File: config.mk
export PLATFORM = sky130hd
export DESIGN_NAME = skip_literal_rle_line_decoder
export DESIGN_NICKNAME = d
export VERILOG_FILES = /design/src/sv/slrd_pkg.sv /design/src/sv/slrd_in_stage.sv /design/src/sv/slrd_core.sv /design/src/sv/slrd_out_stage.sv /design/src/sv/skip_literal_rle_line_decoder.sv
export SDC_FILE = /design/constraint.sdc
export NUM_CORES = 1
export LEC_CHECK = 0
export BUFFER_PORTS_ARGS = -buffer_cell sky130_fd_sc_hd__buf_2
export CAP_MARGIN = 10
export CORE_MARGIN = 8
export CORE_UTILIZATION = 63
export CTS_CLUSTER_DIAMETER = 100
export CTS_CLUSTER_SIZE = 14
export DETAILED_ROUTE_END_ITERATION = 10
export HOLD_SLACK_MARGIN = 0.08
export PLACE_DENSITY = 0.89
export SKIP_CTS_REPAIR_TIMING = 1
export SLEW_MARGIN = 5
export SYNTH_ARGS = -nofsm -noshare
export SYNTH_HDL_FRONTEND = slang
export SYNTH_SLANG_ARGS = --single-unit
File: constraint.sdc
create_clock -name i_clk -period 7.6 [get_ports i_clk]
set_input_delay 0.38 -clock i_clk [delete_from_list [all_inputs] [get_ports i_clk]]
set_output_delay 0.38 -clock i_clk [all_outputs]
set_load 0.02 [all_outputs]
File: src/sv/slrd_pkg.sv
// slrd_pkg: shared types and constants of the skip/literal run-length line decoder
// no dependencies; used by every module of the decoder
`default_nettype none

package slrd_pkg;

    // configuration register map (byte addresses)
    localparam int unsigned ADDR_W = 3;
    localparam logic [0:0]  REG_LINE_WIDTH = 1'b0;   // word index of line_width

    localparam logic [15:0] LINE_WIDTH_RESET = 16'd640;

    // header byte counter codes
    localparam logic [2:0] HDR_PKT_LO = 3'd0;
    localparam logic [2:0] HDR_PKT_HI = 3'd1;
    localparam logic [2:0] HDR_POS_LO = 3'd2;
    localparam logic [2:0] HDR_POS_HI = 3'd3;
    localparam logic [2:0] HDR_DONE   = 3'd4;

    // one compressed input beat
    typedef struct packed {
        logic [7:0] data_byte;
        logic       line_start;
    } t_in_beat;

    // one decoded result beat
    typedef struct packed {
        logic        pixel_valid;
        logic [15:0] pixel_x;
        logic [7:0]  pixel_value;
        logic        beyond_line;
        logic        line_done;
    } t_result;

endpackage

`default_nettype wire

File: src/sv/slrd_in_stage.sv
// slrd_in_stage: input register of the decoder, holds one accepted beat
// depends on slrd_pkg for the beat type
`default_nettype none

module slrd_in_stage (
    input  wire                i_clk,
    input  wire                i_rst_n,
    input  wire                i_valid,
    input  slrd_pkg::t_in_beat i_beat,
    input  wire                i_take,      // downstream consumes the held beat
    output logic               o_stall,
    output logic               o_held,
    output slrd_pkg::t_in_beat o_beat
);

    logic               r_valid;
    logic               n_valid;
    slrd_pkg::t_in_beat r_beat;
    logic               accept;

    // stall only while a beat is held and cannot move on
    assign o_stall = r_valid && !i_take;
    assign accept  = i_valid && !o_stall;

    always_comb begin
        n_valid = r_valid;
        if (accept) begin
            n_valid = 1'b1;
        end else if (i_take) begin
            n_valid = 1'b0;
        end
    end

    // valid flag
    always_ff @(posedge i_clk) begin
        if (!i_rst_n) begin
            r_valid <= 1'b0;
        end else begin
            r_valid <= n_valid;
        end
    end

    // payload
    always_ff @(posedge i_clk) begin
        if (accept) begin
            r_beat <= i_beat;
        end
    end

    assign o_held = r_valid;
    assign o_beat = r_beat;

endmodule

`default_nettype wire

File: src/sv/slrd_core.sv
// slrd_core: line decoder state and its combinational update per byte
// depends on slrd_pkg for header codes and the result type
`default_nettype none

module slrd_core (
    input  wire                i_clk,
    input  wire                i_rst_n,
    input  wire                i_step,
    input  slrd_pkg::t_in_beat i_beat,
    input  wire  [15:0]        i_line_width,
    output logic               o_has_result,
    output slrd_pkg::t_result  o_result
);

    logic [2:0]  r_hdr_idx, n_hdr_idx;
    logic [15:0] r_pkts,    n_pkts;
    logic [15:0] r_pos,     n_pos;
    logic [7:0]  r_lit,     n_lit;
    logic        r_skip,    n_skip;
    logic [15:0] r_raw_left, n_raw_left;
    logic        r_raw,     n_raw;
    logic        r_fin,     n_fin;

    logic [7:0]  b;
    logic [15:0] pkts_dec;
    logic [15:0] raw_dec;
    logic        pix;
    logic        done;
    logic        emit;

    assign b        = i_beat.data_byte;
    assign pkts_dec = r_pkts - 16'd1;
    assign raw_dec  = r_raw_left - 16'd1;

    // next state and result for the byte in the input register
    always_comb begin
        n_hdr_idx  = r_hdr_idx;
        n_pkts     = r_pkts;
        n_pos      = r_pos;
        n_lit      = r_lit;
        n_skip     = r_skip;
        n_raw_left = r_raw_left;
        n_raw      = r_raw;
        n_fin      = r_fin;
        pix        = 1'b0;
        done       = 1'b0;
        emit       = 1'b0;

        if (i_beat.line_start) begin
            // new line: first header byte is the packet count low byte
            n_hdr_idx  = slrd_pkg::HDR_PKT_HI;
            n_pkts     = {8'd0, b};
            n_pos      = 16'd0;
            n_lit      = 8'd0;
            n_skip     = 1'b0;
            n_raw_left = 16'd0;
            n_raw      = 1'b0;
            n_fin      = 1'b0;
        end else if (r_fin) begin
            // idle, byte ignored
        end else if (r_hdr_idx != slrd_pkg::HDR_DONE) begin
            // remaining header bytes
            unique case (r_hdr_idx)
                slrd_pkg::HDR_PKT_HI: n_pkts = {b, r_pkts[7:0]};
                slrd_pkg::HDR_POS_LO: n_pos  = {8'd0, b};
                default:              n_pos  = {b, r_pos[7:0]};
            endcase
            n_hdr_idx = r_hdr_idx + 3'd1;
            if (n_hdr_idx == slrd_pkg::HDR_DONE && n_pkts == 16'd0) begin
                n_raw      = 1'b1;
                n_raw_left = i_line_width;
                if (i_line_width == 16'd0) begin
                    n_fin = 1'b1;
                    done  = 1'b1;
                    emit  = 1'b1;
                end
            end
        end else if (r_raw) begin
            // raw run: every byte is a pixel
            n_pos      = r_pos + 16'd1;
            n_raw_left = raw_dec;
            pix        = 1'b1;
            emit       = 1'b1;
            if (raw_dec == 16'd0) begin
                done  = 1'b1;
                n_fin = 1'b1;
            end
        end else if (r_lit != 8'd0) begin
            // pixel byte of a literal packet
            n_pos = r_pos + 16'd1;
            n_lit = r_lit - 8'd1;
            pix   = 1'b1;
            emit  = 1'b1;
            if (r_lit == 8'd1) begin
                n_skip = 1'b1;
                n_pkts = pkts_dec;
                if (pkts_dec == 16'd0) begin
                    done  = 1'b1;
                    n_fin = 1'b1;
                end
            end
        end else if (r_skip || b == 8'd0) begin
            // skip packet, or zero literal count switching to skip
            if (r_skip) begin
                n_pos  = r_pos + {8'd0, b};
                n_skip = 1'b0;
            end else begin
                n_skip = 1'b1;
            end
            n_pkts = pkts_dec;
            if (pkts_dec == 16'd0) begin
                done  = 1'b1;
                n_fin = 1'b1;
                emit  = 1'b1;
            end
        end else begin
            // literal count opens a packet
            n_lit = b;
        end
    end

    // control state
    always_ff @(posedge i_clk) begin
        if (!i_rst_n) begin
            r_hdr_idx  <= slrd_pkg::HDR_PKT_LO;
            r_pkts     <= 16'd0;
            r_pos      <= 16'd0;
            r_lit      <= 8'd0;
            r_skip     <= 1'b0;
            r_raw_left <= 16'd0;
            r_raw      <= 1'b0;
            r_fin      <= 1'b1;
        end else if (i_step) begin
            r_hdr_idx  <= n_hdr_idx;
            r_pkts     <= n_pkts;
            r_pos      <= n_pos;
            r_lit      <= n_lit;
            r_skip     <= n_skip;
            r_raw_left <= n_raw_left;
            r_raw      <= n_raw;
            r_fin      <= n_fin;
        end
    end

    // result fields, zero where no pixel is written
    assign o_has_result         = emit;
    assign o_result.pixel_valid = pix;
    assign o_result.pixel_x     = pix ? r_pos : 16'd0;
    assign o_result.pixel_value = pix ? b : 8'd0;
    assign o_result.beyond_line = pix && (r_pos >= i_line_width);
    assign o_result.line_done   = done;

endmodule

`default_nettype wire

File: src/sv/slrd_out_stage.sv
// slrd_out_stage: result register of the decoder toward the output channel
// depends on slrd_pkg for the result type
`default_nettype none

module slrd_out_stage (
    input  wire               i_clk,
    input  wire               i_rst_n,
    input  wire               i_load,        // a byte is processed this cycle
    input  wire               i_has_result,
    input  slrd_pkg::t_result i_result,
    input  wire               i_stall,
    output logic              o_free,
    output logic              o_valid,
    output slrd_pkg::t_result o_result
);

    logic              r_valid;
    logic              n_valid;
    slrd_pkg::t_result r_result;

    // free when empty or the held beat leaves this cycle
    assign o_free = !r_valid || !i_stall;

    always_comb begin
        n_valid = r_valid;
        if (i_load) begin
            n_valid = i_has_result;
        end else if (!i_stall) begin
            n_valid = 1'b0;
        end
    end

    always_ff @(posedge i_clk) begin
        if (!i_rst_n) begin
            r_valid <= 1'b0;
        end else begin
            r_valid <= n_valid;
        end
    end

    // payload
    always_ff @(posedge i_clk) begin
        if (i_load && i_has_result) begin
            r_result <= i_result;
        end
    end

    assign o_valid  = r_valid;
    assign o_result = r_result;

endmodule

`default_nettype wire

File: src/sv/skip_literal_rle_line_decoder.sv
// skip_literal_rle_line_decoder: top level, register port and pipeline stages
// depends on slrd_pkg, slrd_in_stage, slrd_core, slrd_out_stage
//
// Usage:
//   Input channel (i_valid / o_stall) carries one byte of a compressed line per
//   beat with i_line_start marking the first header byte of a line. Output
//   channel (o_valid / i_stall) carries one pixel write or line-end marker per
//   beat; header, count and skip bytes usually give no output beat.
//   Path: an accepted byte is held in the input register, then its result is
//   registered in the result register. Throughput: one byte per cycle while
//   i_stall is low, set by the core's per-byte update between the registers.
//   Stall: a result held under i_stall still lets one more byte enter the
//   input register; o_stall rises only when both registers are occupied.
//   Reset: synchronous, active low; clears both stages, sets line_width to
//   640 and leaves the decoder idle until a byte with i_line_start.
//   line_width (address 0) is written over the APB-style port; the user must
//   do so only while idle, and the block itself does not enforce it.
`default_nettype none

module skip_literal_rle_line_decoder (
    input  wire                           i_clk,
    input  wire                           i_rst_n,
    // register port
    input  wire                           psel,
    input  wire                           penable,
    input  wire                           pwrite,
    input  wire  [slrd_pkg::ADDR_W-1:0]   paddr,
    input  wire  [31:0]                   pwdata,
    output logic [31:0]                   prdata,
    output logic                          pready,
    // input channel
    input  wire                           i_valid,
    output logic                          o_stall,
    input  wire  [7:0]                    i_data_byte,
    input  wire                           i_line_start,
    // output channel
    output logic                          o_valid,
    input  wire                           i_stall,
    output logic                          o_pixel_valid,
    output logic [15:0]                   o_pixel_x,
    output logic [7:0]                    o_pixel_value,
    output logic                          o_beyond_line,
    output logic                          o_line_done
);

    logic [15:0]        r_line_width;
    logic               cfg_wr;
    slrd_pkg::t_in_beat in_beat;
    slrd_pkg::t_in_beat held_beat;
    logic               held;
    logic               out_free;
    logic               step;
    logic               has_result;
    slrd_pkg::t_result  core_result;
    slrd_pkg::t_result  out_result;

    // register port
    assign pready = 1'b1;
    assign cfg_wr = psel && penable && pwrite && pready
                    && (paddr[2] == slrd_pkg::REG_LINE_WIDTH);

    always_ff @(posedge i_clk) begin
        if (!i_rst_n) begin
            r_line_width <= slrd_pkg::LINE_WIDTH_RESET;
        end else if (cfg_wr) begin
            r_line_width <= pwdata[15:0];
        end
    end

    assign prdata = (paddr[2] == slrd_pkg::REG_LINE_WIDTH) ? {16'd0, r_line_width} : 32'd0;

    // input register
    assign in_beat.data_byte  = i_data_byte;
    assign in_beat.line_start = i_line_start;

    slrd_in_stage u_in (
        .i_clk   (i_clk),
        .i_rst_n (i_rst_n),
        .i_valid (i_valid),
        .i_beat  (in_beat),
        .i_take  (out_free),
        .o_stall (o_stall),
        .o_held  (held),
        .o_beat  (held_beat)
    );

    // the held byte is processed when the result register can take its outcome
    assign step = held && out_free;

    slrd_core u_core (
        .i_clk        (i_clk),
        .i_rst_n      (i_rst_n),
        .i_step       (step),
        .i_beat       (held_beat),
        .i_line_width (r_line_width),
        .o_has_result (has_result),
        .o_result     (core_result)
    );

    slrd_out_stage u_out (
        .i_clk        (i_clk),
        .i_rst_n      (i_rst_n),
        .i_load       (step),
        .i_has_result (has_result),
        .i_result     (core_result),
        .i_stall      (i_stall),
        .o_free       (out_free),
        .o_valid      (o_valid),
        .o_result     (out_result)
    );

    assign o_pixel_valid = out_result.pixel_valid;
    assign o_pixel_x     = out_result.pixel_x;
    assign o_pixel_value = out_result.pixel_value;
    assign o_beyond_line = out_result.beyond_line;
    assign o_line_done   = out_result.line_done;

    // input stalls only when both stages are full and the output is stalled
    a_stall_only_when_full: assert property (@(posedge i_clk) disable iff (!i_rst_n)
        o_stall |-> (o_valid && i_stall))
        else $error("input stalled with room in the pipeline");

    // every output beat carries a pixel or a line end
    a_result_nonempty: assert property (@(posedge i_clk) disable iff (!i_rst_n)
        o_valid |-> (o_pixel_valid || o_line_done))
        else $error("empty result beat");

    // range flag only on pixel writes
    a_beyond_needs_pixel: assert property (@(posedge i_clk) disable iff (!i_rst_n)
        (o_valid && !o_pixel_valid) |-> (!o_beyond_line && o_pixel_x == 16'd0))
        else $error("range flag or position on a non-pixel beat");

    // a stalled output beat keeps its pixel position
    a_hold_under_stall: assert property (@(posedge i_clk) disable iff (!i_rst_n)
        $past(o_valid && i_stall) |-> (o_valid && $stable(o_pixel_x)))
        else $error("output beat changed under stall");

endmodule

`default_nettype wire
==> summary.txt, run 1 <==
Synthesis
  – Post-synthesis compound-gate area fraction: 22.8%
  – Post-synthesis average cell area: 8.21 um^2
  – Largest family of logic cells by synthesized area: simple AND/OR/NAND/NOR gates
  – Share of the synthesized netlist area taken by xor and xnor gates: 2.44%
  – Fraction of registers with async set or reset after synthesis: 0%
  – Number of enable-type register cells in the synthesized netlist: 36
  – Distinct cell type count of the synthesized netlist: 78
  – Multiplexer share of the synthesized area: 1.16%
  – Dominant synthesized flop cell: sky130_fd_sc_hd__dfxtp_1
  – Seq/Total Area, Yosys: 35.6%
  – Gate Count Post-Synth: 918
  – Simple-gate portion of the synthesized area: 25.3%
  – Warnings, synthesis: 0
  – Area share of the largest cell type after synthesis: 21.2%
  – Cell taking the most area after synthesis: sky130_fd_sc_hd__dfxtp_1
  – Post-synthesis adder-cell area fraction: 6.41%
  – Flip-flop and latch count after synthesis: 116
  – Combined area of all synthesized cells: 7540 um^2
  – Synth top area cells: sky130_fd_sc_hd__dfxtp_1 21%, sky130_fd_sc_hd__edfxtp_1 14%, sky130_fd_sc_hd__ha_1 6.1%, sky130_fd_sc_hd__a21oi_1 5.5%, sky130_fd_sc_hd__nand2_1 5.3%

Clock tree
  – Buffer cell driving the clock tree root: sky130_fd_sc_hd__clkbuf_16
  – Htree depth: 4
  – Clock Sinks: 116
  – CTS tree: yes
  – CTS Buffer Depth: 2
  – Worst-Skew Late Latency: 430 ps
  – Register clock-pin slew on the reported worst setup and hold paths: 50 ps
  – Clock buffer count from CTS: 17

Global routing
  – Largest net degree at the start of global routing: 39
  – Vias in the first global route: 6954
  – Wire length of the first global-routing pass: 34.3 mm
  – Remaining global-route overflow: 0
  – Number of antenna violations at the first check in global routing: 0
  – Total routing usage reported by global routing: 26.4%

Cells and area
  – Nets@finish: 1058
  – ANT cells: 0
  – Top library cells by usage in the layout, fill and taps aside: 107 x sky130_fd_sc_hd__nand2_1, 91 x sky130_fd_sc_hd__nor2_1, 82 x sky130_fd_sc_hd__a21oi_1
  – Number of non-filler instances in the completed layout: 1129
  – Layout cells sized above 1: 13.8%
  – Filler Cells Inserted: 950
  – Area growth from synthesis to layout: 12.4%
  – Util after Layout: 71.4%
  – Most common cell after layout, fill and taps aside: sky130_fd_sc_hd__nand2_1

Placement
  – Placed Instances: 1097
  – Final weighted congestion in routability-driven placement: 0.938
  – Count of buffers inserted at the top-level ports: 77
  – HPWL after detailed placement: 14.1 mm

Timing
  – Actual transition at the worst max-transition pin: 1050 ps
  – Final-report setup violation count: 0
  – Clock skew after layout: 13.1 ps
  – Share of the clock period used by the worst path after layout: 43.2%
  – Fmax: 304 MHz
  – Hold violation count in the final report: 0
  – Final count of pins violating max slew: 0
  – Time the worst path needs with I/O delays and setup: 3290 ps
  – RSZ-0062 raised after global routing: no
  – Setup total negative slack: 0 ps
  – Worst slew margin relative to its limit: 29.8%

Setup path
  – Crit end category: flop
  – Peak fanout along the critical path: 27
  – Worst Path Required: 7680 ps
  – Critical path startpoint category: flop
  – Classification of the worst setup path: reg -> reg
  – Critical Path AT: 3370 ps

Detailed routing
  – Final routed DRC violation total: 0
  – First DRT Iteration DRCs: 834
  – Detailed-routing iteration count for the pre-antenna-repair pass: 5
  – Final wirelength: 20.7 mm
  – Detail Route Antenna Nets: 0
  – Via count: 7320
  – Average wire length per cell after detail routing: 18.4 um
  – Per-cell via count in the routed design: 6.48

Power
  – Power Dens Cells: 195 nW/um^2
  – IR Drop Worst-Case VDD: 0.000167 V
  – Lkg Pwr: 3.10 nW

Hold path
  – Hold Crit Class: in -> reg

Die
  – Core Region: 11900 um^2
  – Area of the die: 15700 um^2
  – Effective utilization at floorplan: 63.6%
  – Die height: 125 um
  – Ports placed on the boundary: 113
  – Number of cell rows: 40
  – Horiz. Die Dim: 125 um

Run
  – Max-Cap Viols: 0

Outcome
  – Outcome: finished clean
[sequential cells by signal, indices dropped and copies added (netlist names), 3 cells and up]
name / cells
u_core.r_hdr_idx: 3
u_core.r_pos: 16
r_line_width: 16
u_core.r_lit: 8
u_core.r_pkts: 16
u_in.o_beat: 9
u_out.o_result: 27
u_core.r_raw_left: 16
[where the power goes]
part	total, W	internal (W)	leakage, nW	switching, W
logic	0.000181	0.0000676	1.90	0.000114
registers	0.000684	0.000651	0.921	0.0000335
clock network	0.000783	0.000487	0.279	0.000296
[cell families (layout without fill, tap and decap cells)]
logic type,Yosys count,after routing
AND/OR/NAND/NOR,376,376
AO/OA/AOI/OAI,255,255
flip-flops,116,116
buffers and inverters,102,151
adder cells (fa/ha/maj),38,38
XOR/XNOR,21,21
multiplexers,8,8
other,2,17
[path summary, 6_finish.rpt]
| kind | from | end | slack, ps | cells after the start |
|---|---|---|---|---|
| setup / recovery | u_core.r_pkts[0] | u_out.o_result[13] | 4310 | 9 |
| hold / removal | i_line_start | u_in.o_beat[0] | 130 | 1 |
| setup reg to reg | u_core.r_pkts[0] | u_out.o_result[13] | 4310 | 9 |
| hold reg to reg | r_line_width[0] | r_line_width[0] | 480 | 2 |
[synth_stat cells, types with 5 or more instances]
cell type and n:
sky130_fd_sc_hd__nand2_1 107, sky130_fd_sc_hd__nor2_1 91, sky130_fd_sc_hd__a21oi_1 83, sky130_fd_sc_hd__dfxtp_1 80, sky130_fd_sc_hd__clkbuf_1 41, sky130_fd_sc_hd__ha_1 37
sky130_fd_sc_hd__edfxtp_1 36, sky130_fd_sc_hd__o21ai_0 36, sky130_fd_sc_hd__inv_1 33, sky130_fd_sc_hd__and2_1 30, sky130_fd_sc_hd__nor3_1 26, sky130_fd_sc_hd__a211oi_1 19
sky130_fd_sc_hd__nand3_1 19, sky130_fd_sc_hd__nor4_1 19, sky130_fd_sc_hd__buf_4 17, sky130_fd_sc_hd__o211ai_1 16, sky130_fd_sc_hd__nand4_1 15, sky130_fd_sc_hd__xnor2_1 14
sky130_fd_sc_hd__and3_1 12, sky130_fd_sc_hd__or3_1 11, sky130_fd_sc_hd__nor2b_1 10, sky130_fd_sc_hd__o31ai_1 9, sky130_fd_sc_hd__a31oi_1 8, sky130_fd_sc_hd__a21o_1 7
sky130_fd_sc_hd__a22oi_1 7, sky130_fd_sc_hd__a32o_1 7, sky130_fd_sc_hd__xor2_1 7, sky130_fd_sc_hd__buf_2 6, sky130_fd_sc_hd__nand2b_1 6, sky130_fd_sc_hd__o31a_1 6
sky130_fd_sc_hd__o32ai_1 6, sky130_fd_sc_hd__or4_1 6, sky130_fd_sc_hd__a221oi_1 5, sky130_fd_sc_hd__mux2i_1 5, sky130_fd_sc_hd__nor3b_1 5
[worst max-delay path, stage by stage, from the launching register on]
cell                      delay [ps]
sky130_fd_sc_hd__dfxtp_1         360
sky130_fd_sc_hd__inv_1           130
sky130_fd_sc_hd__ha_1            310
sky130_fd_sc_hd__or4b_1          640
sky130_fd_sc_hd__nor4b_1         340
sky130_fd_sc_hd__o21ai_0         180
sky130_fd_sc_hd__a22oi_1         290
sky130_fd_sc_hd__a22oi_1         150
sky130_fd_sc_hd__a21oi_2         190
sky130_fd_sc_hd__buf_4           340
[area by class of cell]
cell class	instances	area [um^2]	area share [%]
Clock buffer	18	439	5.18
Clock inverter	14	138	1.62
Inverter	33	124	1.46
Multi-Input combinational cell	715	4450	52.5
Sequential cell	116	2680	31.7
Tap cell	147	184	2.17
Timing Repair Buffer	86	453	5.35
[metrics by stage]
step	instance area [um^2]	worst slack, ps	hold WS (ps)	power (W)
floorplan	7590	3770	440	0.000829
global placement	7900	4440	461	0.000866
detailed placement	7900	4390	471	0.000872
CTS	8470	4380	118	0.00165
global route	8470	4070	126	0.00170
finish	8470	4310	131	0.00165
[routing by layer]
metal  wire (um)  share of wire (%)  vias to the layer above  track usage, %
li1            -                  -                     3452               -
met1        8140                 39                     3380            31.8
met2        9660                 47                      399            43.3
met3        2080                 10                       89            5.69
met4         875                4.2                        0            14.6
met5           0                  0                        -               0
Power figures use the tool's default switching activity.
==> run 2: changes to the inputs <==
--- a/config.mk
+++ b/config.mk
@@ -5,15 +5,16 @@
 export SDC_FILE = /design/constraint.sdc
 export NUM_CORES = 1
 export LEC_CHECK = 0
+export ABC_AREA = 1
 export BUFFER_PORTS_ARGS = -buffer_cell sky130_fd_sc_hd__buf_2
 export CAP_MARGIN = 10
 export CORE_MARGIN = 8
-export CORE_UTILIZATION = 63
+export CORE_UTILIZATION = 52
 export CTS_CLUSTER_DIAMETER = 100
 export CTS_CLUSTER_SIZE = 14
 export DETAILED_ROUTE_END_ITERATION = 10
 export HOLD_SLACK_MARGIN = 0.08
-export PLACE_DENSITY = 0.89
+export PLACE_DENSITY = 0.79
 export SKIP_CTS_REPAIR_TIMING = 1
 export SLEW_MARGIN = 5
 export SYNTH_ARGS = -nofsm -noshare
==> constraint.sdc (replaced) <==
create_clock -name i_clk -period 2.9 [get_ports i_clk]
set_input_delay 0.145 -clock i_clk [delete_from_list [all_inputs] [get_ports i_clk]]
set_output_delay 0.145 -clock i_clk [all_outputs]
set_load 0.02 [all_outputs]
==> summary.txt, run 2 <==
Placement
  – Placed Instances: 1214
  – HPWL after detailed placement: 13.9 mm
  – Final weighted congestion in routability-driven placement: 0.962
  – Count of buffers inserted at the top-level ports: 77

Clock tree
  – Worst-Skew Late Latency: 420 ps
  – Clock buffer count from CTS: 17
  – Register clock-pin slew on the reported worst setup and hold paths: 60 ps
  – Htree depth: 4
  – Clock Sinks: 116
  – Buffer cell driving the clock tree root: sky130_fd_sc_hd__clkbuf_16
  – CTS tree: yes
  – CTS Buffer Depth: 2

Hold path
  – Start point of the worst min-delay path: pwdata[15]
  – Hold Crit Class: in -> reg

Setup path
  – FF-to-FF setup slack: 240 ps
  – Critical path startpoint category: flop
  – Chain of cells forming the critical path: inv_1 -> ha_1 -> nand3_1 -> nor2_2 -> nand2_1 -> o21ai_1 -> nand3_1 -> nor2_1 -> nand3_1 -> o21ai_1 -> nand2_1 -> nand2_1 -> nand2_1 -> inv_1 -> buf_12
  – Crit end category: flop
  – Classification of the worst setup path: reg -> reg
  – Cell family with the largest share of critical-path delay: simple AND/OR/NAND/NOR gates
  – Peak fanout along the critical path: 27
  – Critical Path AT: 2780 ps
  – Cells on worst reg2reg path: 15
  – Critical R2R Capture: u_out.o_result[19]
  – Worst Setup SP: u_core.r_pkts[0]
  – Buffers & Inverters on Critical Path: 3
  – Worst setup endpoint: u_out.o_result[19]
  – Stages on worst setup path: 15
  – Worst Path Required: 3020 ps
  – Beginning of the worst register-to-register path: u_core.r_pkts[0]
  – Most numerous cell on the critical path: sky130_fd_sc_hd__nand2_1
  – Slowest cell on the critical path: sky130_fd_sc_hd__dfxtp_1
  – Biggest cell delay along the critical path: 310 ps

Detailed routing
  – Per-cell via count in the routed design: 5.49
  – Via count: 6978
  – Detailed-routing iteration count for the pre-antenna-repair pass: 5
  – Average wire length per cell after detail routing: 15.7 um
  – Final wirelength: 19.9 mm
  – Detail Route Antenna Nets: 0
  – Final routed DRC violation total: 0
  – First DRT Iteration DRCs: 639

Timing
  – Time the worst path needs with I/O delays and setup: 2660 ps
  – Final-report setup violation count: 0
  – Setup total negative slack: 0 ps
  – Actual transition at the worst max-transition pin: 886 ps
  – Share of the clock period used by the worst path after layout: 91.7%
  – RSZ-0062 raised after global routing: no
  – Clock skew after layout: 7.19 ps
  – Hold violation count in the final report: 0
  – Final count of pins violating max slew: 0
  – Post-Route Hold Slack: 20.0 ps
  – Worst slew margin relative to its limit: 40.6%
  – Fmax: 376 MHz

Global routing
  – Remaining global-route overflow: 0
  – Vias in the first global route: 6514
  – Total routing usage reported by global routing: 21.8%
  – Wire length of the first global-routing pass: 31.5 mm
  – Largest net degree at the start of global routing: 56
  – Number of antenna violations at the first check in global routing: 0

Cells and area
  – Most common cell after layout, fill and taps aside: sky130_fd_sc_hd__nand2_1
  – Area growth from synthesis to layout: 18.7%
  – Area taken by flip-flops and latches: 2680 um^2
  – Filler Cells Inserted: 1182
  – ANT cells: 0
  – Nets@finish: 1166
  – Number of flip-flops in the largest register: 27
  – Number of non-filler instances in the completed layout: 1270
  – Area taken by multi-input logic gates: 3790 um^2
  – Layout cells sized above 1: 14.2%
  – Top library cells by usage in the layout, fill and taps aside: 137 x sky130_fd_sc_hd__nand2_1, 125 x sky130_fd_sc_hd__inv_1, 120 x sky130_fd_sc_hd__nor2_1

Synthesis
  – Warnings, synthesis: 0
  – Fraction of registers with async set or reset after synthesis: 0%
  – Distinct cell type count of the synthesized netlist: 55
  – Number of enable-type register cells in the synthesized netlist: 36
  – Flip-flop and latch count after synthesis: 116
  – Most numerous cell types in the synthesized netlist: 137 x sky130_fd_sc_hd__nand2_1, 125 x sky130_fd_sc_hd__inv_1, 121 x sky130_fd_sc_hd__nor2_1
  – Synth top area cells: sky130_fd_sc_hd__dfxtp_1 22%, sky130_fd_sc_hd__edfxtp_1 15%, sky130_fd_sc_hd__nand2_1 7.1%, sky130_fd_sc_hd__a21oi_1 6.8%, sky130_fd_sc_hd__inv_1 6.5%
  – Dominant synthesized flop cell: sky130_fd_sc_hd__dfxtp_1
  – Dominant cell by count in the synthesized netlist: sky130_fd_sc_hd__nand2_1
  – Area share of the largest cell type after synthesis: 22.1%
  – Cell taking the most area after synthesis: sky130_fd_sc_hd__dfxtp_1
  – Combined area of all synthesized cells: 7240 um^2
  – Post-synthesis average cell area: 7.40 um^2
  – Gate Count Post-Synth: 978
  – Seq/Total Area, Yosys: 37.0%

Power
  – IR Drop Worst-Case VDD: 0.000467 V
  – Power Dens Cells: 568 nW/um^2
  – Net switching fraction of the power: 29.1%
  – Combinational group share of total power: 17.2%
  – Net load switching power: 0.00142 W
  – Total power of the final layout: 0.00488 W
  – Share of power burned in registers: 37.0%
  – Internal power consumption: 0.00346 W
  – Lkg Pwr: 3.68 nW
  – Clock Power Share: 45.8%

Run
  – Max-Cap Viols: 0

Die
  – Effective utilization at floorplan: 52.8%
  – Die height: 134 um
  – Area of the die: 18000 um^2
  – Ports placed on the boundary: 113
  – Number of cell rows: 43
  – Core Region: 13700 um^2
  – Horiz. Die Dim: 134 um

Outcome
  – Outcome: finished clean
-- run 2: cell count changes after synthesis, sizes merged, moves of 12 or more --
cell,change
inv,+102
o21ai,+53
nor2,+37
nand2,+35
and2,-30
nand3,+23
clkbuf,-21
nor4,-19
a21oi,+16
xor2,+15
o22ai,+12
-- run 2: cells by family after synthesis --
kind of cell / count (synthesis) / share of synthesized area, %
and+or+nand+nor: 352 / 21.4
buffers and inverters: 187 / 11.4
other: 2 / 0.104
adders and majority gates: 38 / 6.67
AOI/OAI and AO/OA: 257 / 20.3
xor gates and xnor gates: 26 / 3.14
DFF: 116 / 37.0
-- run 2: power by group through the flow --
| stage | sequential [W] | clock [W] | combinational (W) |
|---|---|---|---|
| after floorplan | 0.00180 | 0 | 0.000642 |
| after global placement | 0.00183 | 0 | 0.000781 |
| after detailed placement | 0.00183 | 0 | 0.000791 |
| after CTS | 0.00180 | 0.00226 | 0.000802 |
| after global routing | 0.00181 | 0.00233 | 0.000942 |
| final | 0.00180 | 0.00223 | 0.000841 |
-- run 2: layout make-up --
class / count / share of cell area, %
multi-input cells: 690 / 44.1
clock buffers: 17 / 4.95
clock inverters: 15 / 2.40
well taps: 180 / 2.62
repair buffers: 114 / 8.56
inverters: 138 / 6.11
flip-flops and latches: 116 / 31.2
-- run 2: metrics by stage --
stage | cell area [um^2] | util [%] | setup slack (ps)
global route | 8600 | 62.7 | 34.9
global placement | 7720 | 56.3 | 285
floorplan | 7300 | - | 247
CTS | 8350 | 60.9 | 218
detailed placement | 7720 | 56.3 | 238
finish | 8600 | 62.7 | 241
-- run 2: worst register-to-register path, delay by kind of cell (launching register included) --
family / cells / cell delay, ps
buf+inv: 3 / 440
flops: 1 / 310
compound gates: 2 / 300
fa+ha+maj: 1 / 210
simple gates: 9 / 1060
-- run 2: worst min-delay path by stage --
stage / to / slack, ps / cells after the start
floorplan: u_in.o_beat[0] / 240 / 0
global placement: u_in.o_beat[1] / 320 / 1
detailed placement: u_in.o_beat[1] / 320 / 1
CTS: u_in.o_beat[6] / -120 / 1
global route: r_line_width[15] / 90 / 3
finish: r_line_width[15] / 20 / 3
-- run 2: metal layers --
| metal | vias up | track usage, % | wire length, um |
|---|---|---|---|
| met4 | 0 | 8.73 | 491 |
| met5 | - | 0 | 0 |
| li1 | 3462 | - | - |
| met1 | 3187 | 25.9 | 8250 |
| met3 | 49 | 5.57 | 1640 |
| met2 | 280 | 36.9 | 9510 |
==> run 3: changes to the inputs <==
--- a/config.mk
+++ b/config.mk
@@ -5,7 +5,6 @@
 export SDC_FILE = /design/constraint.sdc
 export NUM_CORES = 1
 export LEC_CHECK = 0
-export ABC_AREA = 1
 export BUFFER_PORTS_ARGS = -buffer_cell sky130_fd_sc_hd__buf_2
 export CAP_MARGIN = 10
 export CORE_MARGIN = 8
==> summary.txt, run 3 (synthesis gave the netlist of run 1 again) <==
Cells and area
  – Util after Layout: 63.9%
  – Layout cells sized above 1: 17.7%
  – Most common cell after layout, fill and taps aside: sky130_fd_sc_hd__nand2_1
  – Top library cells by usage in the layout, fill and taps aside: 107 x sky130_fd_sc_hd__nand2_1, 91 x sky130_fd_sc_hd__nor2_1, 82 x sky130_fd_sc_hd__a21oi_1
  – Number of non-filler instances in the completed layout: 1233
  – Post-Layout Inst Area: 9180 um^2
  – Number of flip-flops in the largest register: 27
  – Nets@finish: 1125
  – Area growth from synthesis to layout: 21.7%
  – ANT cells: 0

Global routing
  – Number of antenna violations at the first check in global routing: 0
  – Vias in the first global route: 6743
  – Total routing usage reported by global routing: 23.5%
  – Met2 Use GR: 36.7%
  – GRT Max-Usage Layer: met2
  – Largest net degree at the start of global routing: 39
  – M3 GR Usage: 4.95%
  – Met1 layer usage reported by global route: 30.0%
  – Remaining global-route overflow: 0
  – Wire length of the first global-routing pass: 34.6 mm

Setup path
  – Critical R2R Capture: u_out.o_result[7]
  – Crit end category: flop
  – Worst Path Required: 3020 ps
  – Biggest cell delay along the critical path: 530 ps
  – Peak fanout along the critical path: 27
  – Slowest cell on the critical path: sky130_fd_sc_hd__or4b_1
  – Classification of the worst setup path: reg -> reg
  – Critical path startpoint category: flop
  – Cell family with the largest share of critical-path delay: compound AO/OA/AOI/OAI gates
  – FF-to-FF setup slack: 150 ps
  – Buffers & Inverters on Critical Path: 2
  – Critical Path AT: 2870 ps
  – Cells on worst reg2reg path: 9
  – Chain of cells forming the critical path: inv_2 -> ha_4 -> or4b_1 -> o41ai_2 -> o2111ai_2 -> nor4_2 -> a22oi_2 -> a21oi_4 -> buf_12
  – Beginning of the worst register-to-register path: u_core.r_pkts[0]

Detailed routing
  – Final routed DRC violation total: 0
  – Per-cell via count in the routed design: 6.09
  – Detailed-routing iteration count for the pre-antenna-repair pass: 5
  – Detail Route Antenna Nets: 0
  – Via count: 7510
  – First DRT Iteration DRCs: 823
  – Average wire length per cell after detail routing: 18.0 um
  – Final wirelength: 22.2 mm

Timing
  – Final-report setup violation count: 0
  – Worst slew margin relative to its limit: 34.2%
  – Final count of pins violating max slew: 0
  – Hold violation count in the final report: 0
  – Actual transition at the worst max-transition pin: 983 ps
  – Time the worst path needs with I/O delays and setup: 2750 ps
  – Fmax: 364 MHz
  – Share of the clock period used by the worst path after layout: 94.7%
  – Clock skew after layout: 8.09 ps

Clock tree
  – Buffer cell driving the clock tree root: sky130_fd_sc_hd__clkbuf_16
  – Htree depth: 4
  – CTS tree: yes
  – Clock buffer count from CTS: 17
  – CTS Buffer Depth: 2
  – Register clock-pin slew on the reported worst setup and hold paths: 50 ps
  – Worst-Skew Late Latency: 430 ps
  – Clock Sinks: 116

Outcome
  – Outcome: finished clean

Run
  – Max-Cap Viols: 0

Placement
  – HPWL after detailed placement: 15.4 mm
  – Placed Instances: 1175
  – Cell area after placement: 8310 um^2
  – Final weighted congestion in routability-driven placement: 0.968
  – Count of buffers inserted at the top-level ports: 77

Hold path
  – Start point of the worst min-delay path: i_stall
  – Hold Crit Class: in -> reg
  – Hold-critical path depth: 4
  – Endpoint of the worst hold-timing path: u_in.o_held

Power
  – IR Drop Worst-Case VDD: 0.000341 V
  – Power Dens Cells: 481 nW/um^2
  – Lkg Pwr: 3.44 nW

Die
  – Core Region: 14400 um^2
  – Area of the die: 18600 um^2
  – Effective utilization at floorplan: 52.5%
  – Die height: 136 um
  – Number of cell rows: 44
  – Ports placed on the boundary: 113
  – Horiz. Die Dim: 136 um
## run 3: cell types whose count changed in the layout (fill, tap and decap cells not counted), moves of 16 or more
| cell | delta |
|---|---|
| sky130_fd_sc_hd__inv_1 | -94 |
| sky130_fd_sc_hd__a21oi_1 | -17 |
| sky130_fd_sc_hd__buf_4 | +36 |
| sky130_fd_sc_hd__nand2_1 | -30 |
| sky130_fd_sc_hd__nand3_1 | -22 |
| sky130_fd_sc_hd__and2_1 | +30 |
| sky130_fd_sc_hd__o21ai_1 | -16 |
| sky130_fd_sc_hd__nor4_1 | +16 |
| sky130_fd_sc_hd__o21ai_0 | -36 |
| sky130_fd_sc_hd__nor2_1 | -29 |
## run 3: how the worst max path moves through the flow
stage | from | to | cells after the start
detailed placement | u_core.r_pkts[0] | u_out.o_result[12] | 9
global route | u_core.r_pkts[0] | u_out.o_result[3] | 9
global placement | u_core.r_pkts[0] | u_out.o_result[2] | 9
finish | u_core.r_pkts[0] | u_out.o_result[7] | 9
CTS | u_core.r_pkts[0] | u_out.o_result[7] | 9
floorplan | u_core.r_pkts[0] | u_out.o_result[0] | 9
## run 3: power by group
part           internal [W]  switching [W]  leakage [nW]
Sequential          0.00171      0.0000613         0.921
Combinational      0.000240       0.000348          2.23
Clock               0.00127       0.000796         0.283
Total               0.00321        0.00120          3.44
## run 3: layer usage
layer,up-vias,part of all wire (%)
met5,-,0
met4,0,3.5
met3,65,7.5
met2,321,46
met1,3530,43
li1,3594,-
## run 3: layout make-up
class,instances,area (um^2)
Multi-Input combinational cell,715,4510
Tap cell,184,230
Fill cell,1193,5190
Clock inverter,15,155
Inverter,33,124
Clock buffer,17,425
Sequential cell,116,2680
Timing Repair Buffer,153,1050
## run 3: metrics by stage
step                      worst slack (ps)  TNS, ps  total power (W)  hold slack (ps)
after floorplan                       7.42        0          0.00218              244
after global placement                 151        0          0.00233              321
after detailed placement              99.2        0          0.00233              323
after CTS                             88.7        0          0.00439             -115
after global routing                 -16.3     -245          0.00457              178
final                                  153        0          0.00442              163
## run 3: worst min-delay path, stage by stage
cell                     delay [ps]
sky130_fd_sc_hd__buf_2           90
sky130_fd_sc_hd__and3_1         190
sky130_fd_sc_hd__nor2_1          50
sky130_fd_sc_hd__nor2_1          70
